File: src/rtl/fru_asm_pkg.sv
// shared types and constants for the fru activation state machine
// no dependencies; imported by the top level, the checkers and the testbench
package fru_asm_pkg;

  // reset value of the activation timeout register
  localparam logic [31:0] TIMEOUT_RESET = 32'd6000;

  // reported state codes
  localparam logic [2:0] CODE_INACTIVE     = 3'd0;
  localparam logic [2:0] CODE_POWERED      = 3'd1;
  localparam logic [2:0] CODE_ACTIVATING   = 3'd2;
  localparam logic [2:0] CODE_ACTIVE       = 3'd3;
  localparam logic [2:0] CODE_DEACTIVATING = 3'd4;

  // power rail command codes
  localparam logic [1:0] CMD_NONE = 2'd0;
  localparam logic [1:0] CMD_ON   = 2'd1;
  localparam logic [1:0] CMD_OFF  = 2'd2;

  // fru state, one-hot
  typedef enum logic [4:0] {
    ST_INACTIVE     = 5'b00001,
    ST_POWERED      = 5'b00010,
    ST_ACTIVATING   = 5'b00100,
    ST_ACTIVE       = 5'b01000,
    ST_DEACTIVATING = 5'b10000
  } fru_state_t;

  // one result item as held in the output register
  typedef struct packed {
    logic [2:0] state_code;
    logic       cpu_healthy;
    logic       other_alarm;
    logic       alarm_raised;
    logic [1:0] payload_cmd;
    logic [1:0] main_power_cmd;
    logic [1:0] mgmt_power_cmd;
    logic       clear_activation;
  } result_t;

  // map the one-hot state to its reported code
  function automatic logic [2:0] state_code_f(fru_state_t st);
    logic [2:0] code;
    case (st)
      ST_INACTIVE:     code = CODE_INACTIVE;
      ST_POWERED:      code = CODE_POWERED;
      ST_ACTIVATING:   code = CODE_ACTIVATING;
      ST_ACTIVE:       code = CODE_ACTIVE;
      ST_DEACTIVATING: code = CODE_DEACTIVATING;
      default:         code = CODE_INACTIVE;
    endcase
    return code;
  endfunction

endpackage

File: src/rtl/fru_asm_if.sv
// valid/ready channel interfaces: poll input, result output, config write
// depends on nothing but plain logic types
interface fru_asm_in_if;
  logic        valid;
  logic        ready;
  logic        activation_enable;
  logic        heartbeat;
  logic [31:0] now_cycle;
  logic        insertion;

  modport source (output valid, output activation_enable, output heartbeat,
                  output now_cycle, output insertion, input ready);
  modport sink   (input valid, input activation_enable, input heartbeat,
                  input now_cycle, input insertion, output ready);
endinterface

interface fru_asm_out_if;
  logic       valid;
  logic       ready;
  logic [2:0] state_code;
  logic       cpu_healthy;
  logic       other_alarm;
  logic       alarm_raised;
  logic [1:0] payload_cmd;
  logic [1:0] main_power_cmd;
  logic [1:0] mgmt_power_cmd;
  logic       clear_activation;

  modport source (output valid, output state_code, output cpu_healthy,
                  output other_alarm, output alarm_raised, output payload_cmd,
                  output main_power_cmd, output mgmt_power_cmd,
                  output clear_activation, input ready);
  modport sink   (input valid, input state_code, input cpu_healthy,
                  input other_alarm, input alarm_raised, input payload_cmd,
                  input main_power_cmd, input mgmt_power_cmd,
                  input clear_activation, output ready);
endinterface

interface fru_asm_cfg_if;
  logic        valid;
  logic        ready;
  logic [31:0] data;

  modport source (output valid, output data, input ready);
  modport sink   (input valid, input data, output ready);
endinterface

File: src/rtl/fru_activation_state_machine_top.sv
// fru hot-swap activation state machine, top level
// depends on fru_asm_pkg and the channel interfaces in fru_asm_if.sv
//
// usage:
//   in_ch  : one management poll per transfer (enable, heartbeat,
//            cycle count, insertion flag)
//   out_ch : one result per poll (state, health, alarm, raise pulse,
//            rail commands, clear-activation request)
//   cfg_ch : write of the activation timeout; always ready, to be used
//            only while no poll is in flight
//   latency: the result of a poll is valid the cycle after its transfer
//   rate   : one poll per cycle; the state update is a single compare of
//            a 32-bit wrapping difference against the timeout, done in the
//            cycle the poll is taken
//   stall  : the single output register holds its result while out_ch is
//            stalled; in_ch stays ready as long as that register is empty
//            or is emptied in the same cycle
//   reset  : rst_n (synchronous, active low) returns to the inactive state,
//            clears start, health and alarm, reloads the timeout with 6000
//            and empties the output register
module fru_activation_state_machine_top
  import fru_asm_pkg::*;
(
  input  logic          clk,
  input  logic          rst_n,
  fru_asm_in_if.sink    in_ch,
  fru_asm_out_if.source out_ch,
  fru_asm_cfg_if.sink   cfg_ch
);

  fru_state_t  state_r, state_nxt;
  logic [31:0] start_r, start_nxt;
  logic        health_r, health_nxt;
  logic        alarm_r, alarm_nxt;
  logic [31:0] timeout_r;
  logic        out_valid_r;
  result_t     res_r, res_nxt;
  logic        in_fire;
  logic [31:0] elapsed;
  logic        timed_out;

  // handshake
  assign in_ch.ready  = !out_valid_r || out_ch.ready;
  assign in_fire      = in_ch.valid && in_ch.ready;
  assign cfg_ch.ready = 1'b1;

  // wrapping elapsed time since activation start
  assign elapsed   = in_ch.now_cycle - start_r;
  assign timed_out = elapsed > timeout_r;

  // next state and commands for one poll
  always_comb begin
    state_nxt  = state_r;
    start_nxt  = start_r;
    health_nxt = health_r;
    alarm_nxt  = alarm_r;
    res_nxt    = '0;
    res_nxt.payload_cmd    = CMD_NONE;
    res_nxt.main_power_cmd = CMD_NONE;
    res_nxt.mgmt_power_cmd = CMD_NONE;
    case (state_r)
      ST_INACTIVE: begin
        health_nxt = 1'b0;
        alarm_nxt  = 1'b1;
        res_nxt.alarm_raised     = 1'b1;
        res_nxt.clear_activation = 1'b1;
        res_nxt.payload_cmd      = CMD_OFF;
        res_nxt.main_power_cmd   = CMD_OFF;
        res_nxt.mgmt_power_cmd   = CMD_OFF;
        if (in_ch.insertion) begin
          state_nxt = ST_POWERED;
        end
      end
      ST_POWERED: begin
        if (!in_ch.activation_enable) begin
          health_nxt = 1'b0;
          alarm_nxt  = 1'b1;
          res_nxt.alarm_raised   = 1'b1;
          res_nxt.main_power_cmd = CMD_ON;
          res_nxt.payload_cmd    = CMD_OFF;
        end else begin
          res_nxt.mgmt_power_cmd = CMD_ON;
          res_nxt.main_power_cmd = CMD_ON;
          res_nxt.payload_cmd    = CMD_ON;
          start_nxt = in_ch.now_cycle;
          state_nxt = ST_ACTIVATING;
        end
      end
      ST_ACTIVATING: begin
        if (!in_ch.activation_enable) begin
          res_nxt.payload_cmd = CMD_OFF;
          state_nxt = ST_DEACTIVATING;
        end else begin
          if (in_ch.heartbeat) begin
            health_nxt = 1'b1;
            alarm_nxt  = 1'b0;
            state_nxt  = ST_ACTIVE;
          end
          // timeout overrides the heartbeat for the status bits
          if (timed_out) begin
            health_nxt = 1'b0;
            alarm_nxt  = 1'b1;
            res_nxt.alarm_raised = 1'b1;
          end
        end
      end
      ST_ACTIVE: begin
        if (!in_ch.activation_enable) begin
          res_nxt.payload_cmd = CMD_OFF;
          state_nxt = ST_DEACTIVATING;
        end else begin
          health_nxt = 1'b1;
          alarm_nxt  = 1'b0;
        end
      end
      ST_DEACTIVATING: begin
        health_nxt = 1'b0;
        alarm_nxt  = 1'b1;
        res_nxt.alarm_raised = 1'b1;
        if (!in_ch.activation_enable) begin
          state_nxt = ST_POWERED;
        end else begin
          start_nxt = in_ch.now_cycle;
          state_nxt = ST_ACTIVATING;
        end
      end
      default: begin
        state_nxt = state_r;
      end
    endcase
    res_nxt.state_code  = state_code_f(state_nxt);
    res_nxt.cpu_healthy = health_nxt;
    res_nxt.other_alarm = alarm_nxt;
  end

  // control state and timeout register
  always_ff @(posedge clk) begin
    if (!rst_n) begin
      state_r     <= ST_INACTIVE;
      start_r     <= '0;
      health_r    <= 1'b0;
      alarm_r     <= 1'b0;
      timeout_r   <= TIMEOUT_RESET;
      out_valid_r <= 1'b0;
    end else begin
      if (cfg_ch.valid) begin
        timeout_r <= cfg_ch.data;
      end
      if (in_fire) begin
        state_r     <= state_nxt;
        start_r     <= start_nxt;
        health_r    <= health_nxt;
        alarm_r     <= alarm_nxt;
        out_valid_r <= 1'b1;
      end else if (out_ch.ready) begin
        out_valid_r <= 1'b0;
      end
    end
  end

  // result register
  always_ff @(posedge clk) begin
    if (in_fire) begin
      res_r <= res_nxt;
    end
  end

  // output channel
  assign out_ch.valid            = out_valid_r;
  assign out_ch.state_code       = res_r.state_code;
  assign out_ch.cpu_healthy      = res_r.cpu_healthy;
  assign out_ch.other_alarm      = res_r.other_alarm;
  assign out_ch.alarm_raised     = res_r.alarm_raised;
  assign out_ch.payload_cmd      = res_r.payload_cmd;
  assign out_ch.main_power_cmd   = res_r.main_power_cmd;
  assign out_ch.mgmt_power_cmd   = res_r.mgmt_power_cmd;
  assign out_ch.clear_activation = res_r.clear_activation;

endmodule

File: src/flat_wrapper.sv
// flat-port wrapper written by rule: the top's interface ports become plain ports
module fru_activation_state_machine_top_flat import fru_asm_pkg::*;
  (clk, rst_n, in_ch_valid, in_ch_activation_enable, in_ch_heartbeat, in_ch_now_cycle, in_ch_insertion, in_ch_ready, out_ch_valid, out_ch_state_code, out_ch_cpu_healthy, out_ch_other_alarm, out_ch_alarm_raised, out_ch_payload_cmd, out_ch_main_power_cmd, out_ch_mgmt_power_cmd, out_ch_clear_activation, out_ch_ready, cfg_ch_valid, cfg_ch_data, cfg_ch_ready);
  fru_asm_in_if in_ch_i ();
  fru_asm_out_if out_ch_i ();
  fru_asm_cfg_if cfg_ch_i ();
  input  logic clk;
  input  logic rst_n;
  input wire logic [$bits(in_ch_i.valid)-1:0] in_ch_valid;
  input wire logic [$bits(in_ch_i.activation_enable)-1:0] in_ch_activation_enable;
  input wire logic [$bits(in_ch_i.heartbeat)-1:0] in_ch_heartbeat;
  input wire logic [$bits(in_ch_i.now_cycle)-1:0] in_ch_now_cycle;
  input wire logic [$bits(in_ch_i.insertion)-1:0] in_ch_insertion;
  output wire logic [$bits(in_ch_i.ready)-1:0] in_ch_ready;
  output wire logic [$bits(out_ch_i.valid)-1:0] out_ch_valid;
  output wire logic [$bits(out_ch_i.state_code)-1:0] out_ch_state_code;
  output wire logic [$bits(out_ch_i.cpu_healthy)-1:0] out_ch_cpu_healthy;
  output wire logic [$bits(out_ch_i.other_alarm)-1:0] out_ch_other_alarm;
  output wire logic [$bits(out_ch_i.alarm_raised)-1:0] out_ch_alarm_raised;
  output wire logic [$bits(out_ch_i.payload_cmd)-1:0] out_ch_payload_cmd;
  output wire logic [$bits(out_ch_i.main_power_cmd)-1:0] out_ch_main_power_cmd;
  output wire logic [$bits(out_ch_i.mgmt_power_cmd)-1:0] out_ch_mgmt_power_cmd;
  output wire logic [$bits(out_ch_i.clear_activation)-1:0] out_ch_clear_activation;
  input wire logic [$bits(out_ch_i.ready)-1:0] out_ch_ready;
  input wire logic [$bits(cfg_ch_i.valid)-1:0] cfg_ch_valid;
  input wire logic [$bits(cfg_ch_i.data)-1:0] cfg_ch_data;
  output wire logic [$bits(cfg_ch_i.ready)-1:0] cfg_ch_ready;
  assign in_ch_i.valid = in_ch_valid;
  assign in_ch_i.activation_enable = in_ch_activation_enable;
  assign in_ch_i.heartbeat = in_ch_heartbeat;
  assign in_ch_i.now_cycle = in_ch_now_cycle;
  assign in_ch_i.insertion = in_ch_insertion;
  assign in_ch_ready = in_ch_i.ready;
  assign out_ch_valid = out_ch_i.valid;
  assign out_ch_state_code = out_ch_i.state_code;
  assign out_ch_cpu_healthy = out_ch_i.cpu_healthy;
  assign out_ch_other_alarm = out_ch_i.other_alarm;
  assign out_ch_alarm_raised = out_ch_i.alarm_raised;
  assign out_ch_payload_cmd = out_ch_i.payload_cmd;
  assign out_ch_main_power_cmd = out_ch_i.main_power_cmd;
  assign out_ch_mgmt_power_cmd = out_ch_i.mgmt_power_cmd;
  assign out_ch_clear_activation = out_ch_i.clear_activation;
  assign out_ch_i.ready = out_ch_ready;
  assign cfg_ch_i.valid = cfg_ch_valid;
  assign cfg_ch_i.data = cfg_ch_data;
  assign cfg_ch_ready = cfg_ch_i.ready;
  fru_activation_state_machine_top u_core (.clk(clk), .rst_n(rst_n), .in_ch(in_ch_i), .out_ch(out_ch_i), .cfg_ch(cfg_ch_i));
endmodule
File: config.mk
export PLATFORM = sky130hd
export DESIGN_NAME = fru_activation_state_machine_top_flat
export DESIGN_NICKNAME = d
export VERILOG_FILES = /design/src/rtl/fru_asm_pkg.sv /design/src/rtl/fru_asm_if.sv /design/src/rtl/fru_activation_state_machine_top.sv /design/src/flat_wrapper.sv
export SDC_FILE = /design/constraint.sdc
export NUM_CORES = 1
export LEC_CHECK = 0
export BUFFER_PORTS_ARGS = -buffer_cell sky130_fd_sc_hd__clkbuf_2
export CAP_MARGIN = 20
export CORE_MARGIN = 8
export CORE_UTILIZATION = 50
export CTS_CLUSTER_SIZE = 16
export DETAILED_ROUTE_END_ITERATION = 8
export MAX_ROUTING_LAYER = met4
export PLACE_DENSITY = 0.71
export SLEW_MARGIN = 20
export SYNTH_ARGS = -nofsm -noshare
export SYNTH_HDL_FRONTEND = slang
export SYNTH_SLANG_ARGS = --single-unit
File: constraint.sdc
create_clock -name clk -period 10.75 [get_ports clk]
set_input_delay 2.15 -clock clk [delete_from_list [all_inputs] [get_ports clk]]
set_output_delay 2.15 -clock clk [all_outputs]
set_load 0.005 [all_outputs]
-- Word-level counts from Yosys, hierarchy flattened
Index checks and enable logic that the tools add are counted.
- word-level logic and storage cells: 65
- register bits after elaboration: 85
- input port bits: 72
- output and inout bits: 16
- add/subtract/negate cells: 1
- mux-type cells: 32
- equal/unequal tests: 9
- reductions and logical operators: 8
- $lt $le $gt $ge: 1
- operators by type and width (operator ; number):
    greater-than comparator 32 bit ; 1
    subtractor 32 bit ; 1
    two-way mux 5 bit ; 5
    one-hot mux 5 bit (5 select lines) ; 1
    two-way mux 1 bit ; 17
    one-hot mux 3 bit (4 select lines) ; 1
    equality test 5 x 2 -> 1 bit, second input constant ; 2
    equality test 5 x 3 -> 1 bit, second input constant ; 2
    equality test 5 x 4 -> 1 bit, second input constant ; 2
    equality test 5 bit, second input constant ; 2
    one-hot mux 1 bit (4 select lines) ; 2
    one-hot mux 4 bit (2 select lines) ; 1
    one-hot mux 2 bit (3 select lines) ; 1
    OR reduction 2 bit ; 3
    equality test 5 x 1 -> 1 bit, second input constant ; 1
    two-way mux 4 bit ; 1
    two-way mux 3 bit ; 1
    one-hot mux 1 bit (3 select lines) ; 1
    AND reduction 3 bit ; 1
    two-way mux 2 bit ; 1
    nonzero test 2 bit ; 1
    logical AND 1 bit ; 1
    logical NOT 1 bit ; 1
    logical OR 1 bit ; 1

-- Depth between registers and ports, before layout
Gate-level depths: netlist of run 1.
- depth after elaboration: 5
- depth in mapped cells: 23
- gate-level depth less buffers: 23

-- Least setup slack after synthesis of run 1
No wires, ideal clock.
- kind: input to register
- start: input port in_ch_now_cycle[0]
- end: register u_core.alarm_r
- library setup time: 0.115 ns
- cell stages on the path: 22
- path buffers: 0
- required time: 10.635 ns
- arrival time: 5.887 ns
- slack: 4.748 ns
- path through: inv_1 -> ha_1 -> inv_1 -> fa_1 -> a21o_1 -> a221oi_2 -> o21bai_2 -> o21a_4 -> a21oi_4 -> o211ai_2 -> a31o_1 -> a21oi_2 -> xnor2_1 -> ha_1 -> nand4_1 -> nor3_1 -> a211oi_1 -> o21ai_0 -> o311a_1 -> o21bai_1 -> nand3_1 -> o21ba_2
- longest elaborated chain between the ends: 5
- ends and longest elaborated chain (element ; RTL line ; text):
    from (decl) ; flat_wrapper.sv:12 ; input wire logic [$bits(in_ch_i.now_cycle)-1:0] in_ch_now_cycle;
    subtractor 32 bit ; fru_activation_state_machine_top.sv:48 ; assign elapsed = in_ch.now_cycle - start_r;
    greater-than comparator 32 bit ; fru_activation_state_machine_top.sv:49 ; assign timed_out = elapsed > timeout_r;
    two-way mux 1 bit ; fru_activation_state_machine_top.sv:100 ; if (timed_out) begin
    two-way mux 1 bit ; fru_activation_state_machine_top.sv:90 ; if (!in_ch.activation_enable) begin
    one-hot mux 1 bit (4 select lines) ; fru_activation_state_machine_top.sv:61 ; case (state_r)
    named net u_core.alarm_nxt ; fru_activation_state_machine_top.sv:34 ; logic alarm_r, alarm_nxt;
    to (signal assigned) ; fru_activation_state_machine_top.sv:153 ; alarm_r <= alarm_nxt;
    to (decl) ; fru_activation_state_machine_top.sv:34 ;
The timed path passes the listed nets, and every way through them passes these cells.
A chain may end at the register's enable or synchronous reset.

-- Worst setup path in the final report of run 1
Same ends and word-level chain as after synthesis.

==> impl_results.md, run 1 <==
* Ports at 88
* Layout cells sized above 1 at 0.1553
* Routed Wire Length at roughly 14000 um
* Post-synth cell types at between 60 and 70
* Peak supply drop at about 86 uV
* Nets at ~920
* Mapped cell area at about 5800 um^2
* Area post-placement at 6322 um^2
* Path depth of the worst reg2reg path at 21
* Clk_lat worst skew at around 0.35 ns
* Syn nets at 851
* TritonRoute pass-1 iters at 5
* Syn-to-layout area delta at 13.30%
* Drt first-iter violations at around 270
* Worst Hold Path EP: u_core.start_r[25]
* Slew Limit Headroom at 0.3160
* Hold buffers post-CTS at 0
* Postcts setup bufs at 0
* DR WL/cell at ~15 um
* Minimum clock period at 6.332 ns
* Post-detail-place hpwl at roughly 11000 um
* CTS H-tree depth at 3
* Post-Route Setup TNS at 0 ns
* Fin area at 6585 um^2
* Global-route wire length before repair at 22500 um
* Routed vias at ~5000
* PwrDens at approximately 120 nW/um^2
* Antenna-violating nets left at 0
* Max Slew Vio Count at 0
* Clock tree buffer depth at 2
* Grt ovf at 0
* Initial antenna violation count at 0
* DP Worst Slack at slightly above 4 ns
* Ys flop type: dfxtp_1
* Post-route DRC violation count at 0
* Synth Area per Inst at between 8 and 9 um^2
* Hold_sp: u_core.start_r[25]
* WP data arrival at ~6.6 ns
* RSZ-0062 raised after global routing: no
* Vias in the first global route at ~5000
* # setup viols final at 0
* Reg2Reg Setup Slack at ~6 ns
* Vias per cell at 5.391
* Hold Path Class: flip-flop to flip-flop
* Register bit count reported by yosys at 83
* Die width at roughly 120 um
* Final hold viol count at 0
* F_max at roughly 0.16 GHz
* Worst-path maximum fanout at 5
* Die Y-Extent at between 100 and 150 um
* Clk pin slew, worst setup/hold paths at 0.06 ns
* FF+latch area at 1772 um^2
* CTS resizes at 0
* TritonCTS buffer count at 9
* Reg2Reg Capture Point: u_core.alarm_r
* Worst setup SP type: input pin
* Final Wtd Congestion at 0.8839
* Clock Skew at between 0.009 and 0.01 ns
* Largest net degree at the start of global routing at 73
* Worst setup margin at approximately 4.4 ns
* Die area at between 15000 and 20000 um^2
* Starting Density at 0.5112
* CTS Root Buffer Type: clkbuf_16
* Reg2reg start: u_core.start_r[0]
* Max-Cap Viols at 0
* Core Area at approximately 11000 um^2
* Async SR Flop Fraction at 0
* Post-synth EDFFs at 11
* Layout fillers at roughly 1100
* Gr usage total at 0.1903
* WHS Path Cells at 2
* Synth Instances at 715
* Status: completed
* Critical path type: input pin to flip-flop
* Num rows at 39
* Clk sinks at 83
* Input/output buffers at between 80 and 90
* CTS tree: yes
* Ant. Diodes at 0
* Seq/Total Area, Yosys at 0.3048
* Area of the multi-input gates at 3622 um^2
* Slew at the pin with the worst max-slew slack at approximately 1.0 ns
* Static Leak at about 2.8 nW
* Yosys warns at 0
* Critical Path RT at 10.99 ns
* Critical path endpoint category: flip-flop
* Period utilization at 0.5890
==> cells by family after synthesis <==
group,Yosys count,share of synthesized area
simple gates,226,0.1811
compound gates,180,0.2153
buf+inv,107,0.07233
flops,83,0.3048
fa+ha+maj,64,0.1391
xor+xnor,29,0.04370
mux,25,0.04306
other cells,1,0.0006452
==> worst max-delay path, stage by stage <==
cell and delay (ns):
clkbuf_2 0.09, inv_1 0.05, ha_1 0.17, inv_1 0.06, fa_1 0.40, a21o_1 0.19, a221oi_2 0.35, o21bai_2 0.13
o21a_4 0.23, a21oi_4 0.20, o211ai_2 0.12, a31o_1 0.23, a21oi_2 0.15, xnor2_1 0.08, ha_1 0.30, nand4_1 0.14
nor3_1 0.30, and4_1 0.26, a41oi_1 0.18, o311a_1 0.19, o21bai_1 0.25, nand3_1 0.14, o21ba_2 0.21
==> layout by cell type, fill, tap and decap left out, types with 11 or more instances in the layout <==
| master | count |
|---|---|
| nand2_1 | 108 |
| clkbuf_2 | 86 |
| inv_1 | 78 |
| dfxtp_1 | 72 |
| ha_1 | 63 |
| a21oi_1 | 39 |
| nor2_1 | 35 |
| a21boi_0 | 35 |
| o21ai_0 | 31 |
| nor2b_1 | 30 |
| mux2i_1 | 25 |
| xnor2_1 | 22 |
| a21o_1 | 16 |
| nor3_1 | 14 |
| edfxtp_1 | 11 |
==> metal layers <==
metal | global-route usage | wire length (um) | vias to the layer above
li1 | - | - | 2599
met2 | 0.3224 | 6978 | 111
met5 | - | 0 | -
met4 | 0.07148 | 281 | 0
met3 | 0.03853 | 705 | 22
met1 | 0.2176 | 5884 | 2309
==> report_power, final <==
group	leakage [nW]	internal (mW)	total (mW)	switching, mW
sequential	0.696	0.328	0.336	0.00752
clock	0.125	0.155	0.278	0.123
combinational	2.00	0.0814	0.180	0.0982
==> synth_stat cells (2+ instances only) <==
cell	number	share of area
nand2_1	108	0.070
inv_1	78	0.050
dfxtp_1	72	0.25
ha_1	63	0.14
a21oi_1	39	0.034
nor2_1	36	0.023
a21boi_0	35	0.045
o21ai_0	31	0.027
nor2b_1	30	0.032
mux2i_1	25	0.043
xnor2_1	22	0.033
clkbuf_1	18	0.012
a21o_1	16	0.021
nor3_1	14	0.012
edfxtp_1	11	0.057
nand3_1	9	0.0077
o211ai_1	9	0.012
nand2b_1	8	0.0086
xor2_1	7	0.011
nand4_1	6	0.0065
a211oi_1	5	0.0065
o21bai_1	5	0.0065
a31oi_1	4	0.0043
buf_4	4	0.0052
buf_1	3	0.0019
buf_2	3	0.0026
o21a_1	3	0.0039
or3_1	3	0.0032
a211o_1	2	0.0030
a221o_1	2	0.0034
a221oi_2	2	0.0052
and4_1	2	0.0030
nor3b_1	2	0.0026
o21ai_1	2	0.0017
o21ai_2	2	0.0030
o311a_1	2	0.0034
==> layout make-up <==
class                   count  area share
inverters                  79     0.04503
multi-input cells         525      0.5501
repair buffers             89     0.06878
well taps                 143     0.02717
flip-flops and latches     83      0.2690
clock buffers              11     0.03534
clock inverters             5    0.004560
==> metrics by stage <==
stage / util / hold slack (ns) / instances / total power [mW]
detailed placement: 0.5561 / 0.4595 / 919 / 0.5217
finish: 0.5792 / 0.4619 / 935 / 0.7934
CTS: 0.5792 / 0.4675 / 935 / 0.8052
global route: 0.5792 / 0.4851 / 935 / 0.8403
floorplan: - / 0.4435 / 715 / 0.4690
global placement: 0.5561 / 0.4516 / 919 / 0.5152
==> flip-flops by register name, indices dropped and copies added (netlist names) <==
signal / count
u_core.out_ch.alarm_raised: 1
u_core.out_ch.cpu_healthy: 1
u_core.out_ch.main_power_cmd: 1
u_core.out_ch.valid: 1
u_core.out_ch.clear_activation: 1
u_core.health_r: 1
u_core.state_r: 5
u_core.out_ch.state_code: 3
u_core.out_ch.payload_cmd: 2
u_core.out_ch.other_alarm: 1
u_core.timeout_r: 32
u_core.start_r: 32
u_core.alarm_r: 1
u_core.out_ch.mgmt_power_cmd: 1
==> worst max path at each step <==
stage	startpoint	endpoint
after detailed placement	in_ch_now_cycle[0]	u_core.alarm_r
final	in_ch_now_cycle[0]	u_core.alarm_r
after CTS	in_ch_now_cycle[0]	u_core.alarm_r
after global routing	in_ch_now_cycle[0]	u_core.alarm_r
after global placement	in_ch_now_cycle[0]	u_core.alarm_r
after floorplan	in_ch_now_cycle[0]	u_core.alarm_r
Power figures use the tool's default switching activity.
==> inputs of run 2 (changes only) <==
- PLACE_DENSITY: 0.71 -> 0.74
- clock period: 10.75 -> 5.6 ns (I/O delays scaled with it)
==> run 2 against run 1 <==
Effect of this change: flip-flop and latch count stayed put; combinational power up 90%; sequential share of layout area about the same; final cell count decreased by 0.11%; critical path type unchanged; critical endpoint unchanged.
==> impl_results.md, run 2 (synthesized netlist as in run 1, its figures left out) <==
* Status: completed
* WP data arrival at 5.47 ns
* Slew at the pin with the worst max-slew slack at slightly above 1 ns
* Slew Limit Headroom at 0.3142
* Routed vias at just over 5000
* Die width at about 120 um
* Combinational share of power at 0.223
* TritonCTS buffer count at 9
* Nets at slightly above 900
* Minimum clock period at roughly 5.2 ns
* Drt first-iter violations at slightly above 300
* Die Y-Extent at 123.8 um
* Reg2reg start: u_core.start_r[0]
* Critical path endpoint category: flip-flop
* Commonest non-fill, non-tap cell in the layout: nand2_1
* F_max at 0.1913 GHz
* Switching Share at 0.2837
* Pwr Total at between 1.5 and 2 mW
* Worst hold slack at between 0.4 and 0.5 ns
* Core Area at between 10000 and 15000 um^2
* Ports at just under 90
* Vias in the first global route at slightly above 5000
* Critical Path RT at 5.85 ns
* CTS tree: yes
* Input/output buffers at 86
* Area of the multi-input gates at 3622 um^2
* Ant. Diodes at 0
* Hold buffers post-CTS at 0
* Grt ovf at 0
* Crit path from: in_ch_now_cycle[0]
* FF+latch area at about 1800 um^2
* Max Slew Vio Count at 0
* Routed Wire Length at 13520 um
* Syn-to-layout area delta at 13.26%
* Peak supply drop at between 150 and 200 uV
* DP Worst Slack at a little under 0.08 ns
* Dpl cells at ~900
* Clk_lat worst skew at approximately 0.35 ns
* CTS resizes at 0
* Clock Skew at about 0.01 ns
* Worst-path maximum fanout at 5
* PwrDens at between 200 and 250 nW/um^2
* Gr usage total at 0.1891
* TritonRoute pass-1 iters at 4
* Final Util at 0.5790
* Clk pin slew, worst setup/hold paths at roughly 0.06 ns
* Starting Density at 0.5112
* Die area at 15330 um^2
* Period utilization at 0.9334
* Antenna-violating nets left at 0
* CTS H-tree depth at 3
* Fin area at around 6600 um^2
* DR WL/cell at about 14 um
* RSZ-0062 raised after global routing: no
* Register share of total power at 0.421
* Layout cells sized above 1 at 0.1530
* Hold_sp: u_core.start_r[11]
* Most frequent cells in the layout: nand2_1, clkbuf_2, inv_1
* Critical path type: input pin to flip-flop
* Clock tree buffer depth at 2
* Hold Path Class: flip-flop to flip-flop
* Max-Cap Viols at 0
* Final Wtd Congestion at about 0.88
* Area post-placement at about 6300 um^2
* Post-Route Setup TNS at 0 ns
* Largest net degree at the start of global routing at 73
* Post-detail-place hpwl at about 10000 um
* Final hold viol count at 0
* Vias per cell at 5.397
* Global-route wire length before repair at approximately 23000 um
* Layout fillers at ~1100
* Static Leak at about 2.8 nW
* Worst setup margin at approximately 0.37 ns
* Clk network pwr share at 0.356
* Net Sw Power at between 400 and 500 uW
* Clk sinks at 83
* Post-route DRC violation count at 0
* Biggest regs: u_core.start_r (32), u_core.timeout_r (32), u_core.state_r (5)
* CTS Root Buffer Type: clkbuf_16
* Postcts setup bufs at 0
* # setup viols final at 0
* Initial antenna violation count at 0
* Pint at roughly 1.1 mW
* Finished Layout Cells at around 930
* Num rows at 39
* Worst setup SP type: input pin
==> run 2: cell count changes in the layout (fill, tap and decap cells not counted) <==
cell / change
clkbuf_2: -2
buf_2: +1
clkinvlp_4: -2
clkbuf_8: +1
clkbuf_1: +1
==> run 2: critical path, cell delays in order <==
cell and delay, ns:
clkbuf_2 0.09, inv_1 0.05, ha_1 0.15, inv_1 0.06, fa_1 0.41, a21o_1 0.20, a221oi_2 0.34, o21bai_2 0.14
o21a_4 0.23, a21oi_4 0.20, o21ai_0 0.11, a31oi_1 0.26, o21ai_1 0.10, xor2_1 0.16, ha_1 0.28, nand4_1 0.13
nor3_1 0.26, and4_1 0.26, a41oi_1 0.19, o311a_1 0.20, o21bai_1 0.19, nand3_1 0.12, o21ba_2 0.21
==> run 2: final timing paths <==
check / slack (ns) / cells after the start / to
max: 0.37 / 23 / u_core.alarm_r
min: 0.46 / 2 / u_core.start_r[11]
max reg2reg: 0.94 / 21 / u_core.alarm_r
min reg2reg: 0.46 / 2 / u_core.start_r[11]
==> run 2: power by group through the flow <==
stage          combinational, mW  sequential [mW]  clock [mW]
3_3_place_gp               0.332            0.657           0
6_report                   0.342            0.645       0.545
2_1_floorplan              0.248            0.653           0
5_1_grt                    0.389            0.647       0.583
3_5_place_dp               0.341            0.658           0
4_1_cts                    0.344            0.645       0.555
==> run 2: cell type report <==
cell class,count,share of cell area
inverter,79,0.04505
sequential,83,0.2692
clock inverter,3,0.002281
multi-input combinational,525,0.5503
tap,143,0.02718
clock buffer,13,0.03802
timing repair buffer,88,0.06805
==> run 2: per-layer routing <==
layer  part of all wire  wire length (um)  vias up  global-route usage
li1                   -                 -     2586                   -
met1               0.46              6170     2318              0.2223
met2               0.47              6395      115              0.3123
met3              0.053               718       22             0.04306
met4              0.017               235        0             0.06471
met5                  0                 0        -                   -
==> inputs of run 3 (changes only) <==
- CORE_ASPECT_RATIO: not set -> 1.25
==> run 3 against run 2 <==
Effect of this change: design area is 0.34% higher; sequential share of layout area is 0.092 points lower; core utilization is 0.49 points lower; worst setup slack better by 0.12 ns; flip-flop and latch count stayed put; worst hold slack hardly changed; critical path type unchanged; critical endpoint unchanged; largest cell class unchanged.
==> impl_results.md, run 3 (synthesized netlist as in run 1, its figures left out) <==
* Ports at 88
* Worst Hold Path EP: u_core.start_r[17]
* Critical path endpoint category: flip-flop
* Hold_sp: u_core.start_r[17]
* Routed length on met2 at around 6900 um
* Final hold viol count at 0
* Routed vias at approximately 5000
* Slew at the pin with the worst max-slew slack at ~1.1 ns
* F_max at just under 0.2 GHz
* Nets at a little over 900
* Critical Path RT at 5.83 ns
* Die Y-Extent at approximately 140 um
* Starting Density at 0.5051
* Clock tree buffer depth at 2
* Syn-to-layout area delta at 13.65%
* Post-detail-place hpwl at 10540 um
* Post-route DRC violation count at 0
* # setup viols final at 0
* Post-Route Setup TNS at 0 ns
* CTS Root Buffer Type: clkbuf_16
* Period utilization at 0.9120
* Final Util at 0.5741
* Die area at around 15000 um^2
* Hold buffers post-CTS at 0
* Clk_lat worst skew at 0.34 ns
* WHS Path Cells at 2
* Max Slew Vio Count at 0
* Max-Cap Viols at 0
* Postcts setup bufs at 0
* Hold Path Class: flip-flop to flip-flop
* Core Area at roughly 12000 um^2
* Commonest non-fill, non-tap cell in the layout: nand2_1
* WP data arrival at ~5.3 ns
* RSZ-0062 raised after global routing: no
* Minimum clock period at approximately 5.1 ns
* Global-route wire length before repair at approximately 23000 um
* Routed Wire Length at approximately 13000 um
* Uppermost layer routed: met4
* Path depth of the worst reg2reg path at 20
* Reg2Reg Capture Point: u_core.alarm_r
* Layout fillers at approximately 1100
* DP Worst Slack at ~0.066 ns
* Slew Limit Headroom at 0.2962
* TritonRoute pass-1 iters at 5
* Num rows at 44
* Reg2reg start: u_core.start_r[4]
* Worst setup SP type: input pin
* Largest net degree at the start of global routing at 73
* Layout cells sized above 1 at 0.1564
* Reg2Reg Setup Slack at about 1.0 ns
* Clk pin slew, worst setup/hold paths at ~0.06 ns
* PwrDens at approximately 230 nW/um^2
* Input/output buffers at 86
* Clock Skew at roughly 0.0057 ns
* Biggest regs: u_core.start_r (32), u_core.timeout_r (32), u_core.state_r (5)
* Status: completed
* Initial antenna violation count at 0
* TritonCTS buffer count at 9
* WL met3 at between 400 and 500 um
* Worst hold slack at between 0.4 and 0.5 ns
* Grt ovf at 0
* DR WL/cell at between 10 and 15 um
* Worst setup margin at between 0.4 and 0.5 ns
* CTS resizes at 0
* Drt first-iter violations at 190
* Most frequent cells in the layout: nand2_1, clkbuf_2, inv_1
* Peak supply drop at approximately 140 uV
* Vias in the first global route at slightly below 5000
* Critical path type: input pin to flip-flop
* Die width at 112.4 um
* Antenna-violating nets left at 0
* Worst-path maximum fanout at 5
* Vias per cell at ~5.4
* CTS tree: yes
* Final Wtd Congestion at 0.8329
* Ant. Diodes at 0
* Clk sinks at 83
* WL met1 at 5913 um
* CTS H-tree depth at 3
* Gr usage total at 0.1862
* Static Leak at roughly 2.8 nW
[run 3: cell count changes in the layout (fill, tap and decap cells not counted), sizes merged]
cell,previous run,this run
buf,4,5
clkbuf,97,95
clkinvlp,0,2
inv,78,79
[run 3: worst max path at each step]
stage / cells past startpoint / startpoint / endpoint
after floorplan: 22 / in_ch_now_cycle[0] / u_core.alarm_r
after global placement: 23 / in_ch_now_cycle[0] / u_core.alarm_r
after detailed placement: 23 / in_ch_now_cycle[0] / u_core.alarm_r
after CTS: 23 / in_ch_now_cycle[0] / u_core.alarm_r
after global routing: 24 / in_ch_now_cycle[0] / u_core.alarm_r
final: 23 / in_ch_now_cycle[0] / u_core.alarm_r
[run 3: area by class of cell]
cell class	count	area [um^2]	area share
multi-input cells	525	3633	0.5501
flip-flops and latches	83	1772	0.2682
repair buffers	90	460.4	0.06971
inverters	79	296.5	0.04489
clock buffers	10	229.0	0.03467
well taps	138	172.7	0.02614
clock inverters	6	41.29	0.006251
[run 3: power breakdown]
part | switching, mW | leakage [nW] | internal (mW)
combinational | 0.186 | 2.01 | 0.157
clock | 0.247 | 0.127 | 0.301
sequential | 0.0144 | 0.696 | 0.630
total | 0.448 | 2.83 | 1.09
[run 3: critical path: stages]
cell and delay (ns):
clkbuf_2 0.09, inv_1 0.05, ha_1 0.15, inv_1 0.06, fa_1 0.40, a21o_1 0.21
a221oi_4 0.30, o21bai_2 0.13, o21a_4 0.23, a21oi_4 0.20, o211ai_2 0.11, a31o_1 0.23
a21oi_2 0.14, xnor2_1 0.07, ha_1 0.29, nand4_1 0.15, nor3_1 0.26, and4_1 0.25
a41oi_1 0.18, o311a_1 0.19, o21bai_1 0.19, nand3_1 0.12, o21ba_2 0.22
[run 3: routing by layer]
layer,global-route usage,up-vias
met4,0.07889,0
met3,0.03135,15
met5,-,-
li1,-,2595
met2,0.3279,84
met1,0.2051,2296
[run 3: stage by stage]
stage               area [um^2]  power [mW]  std cells
CTS                        6594       1.552        931
floorplan                  5812      0.9003        715
global route               6605       1.624        931
global placement           6324      0.9890        915
detailed placement         6324      0.9993        915
finish                     6605       1.535        931
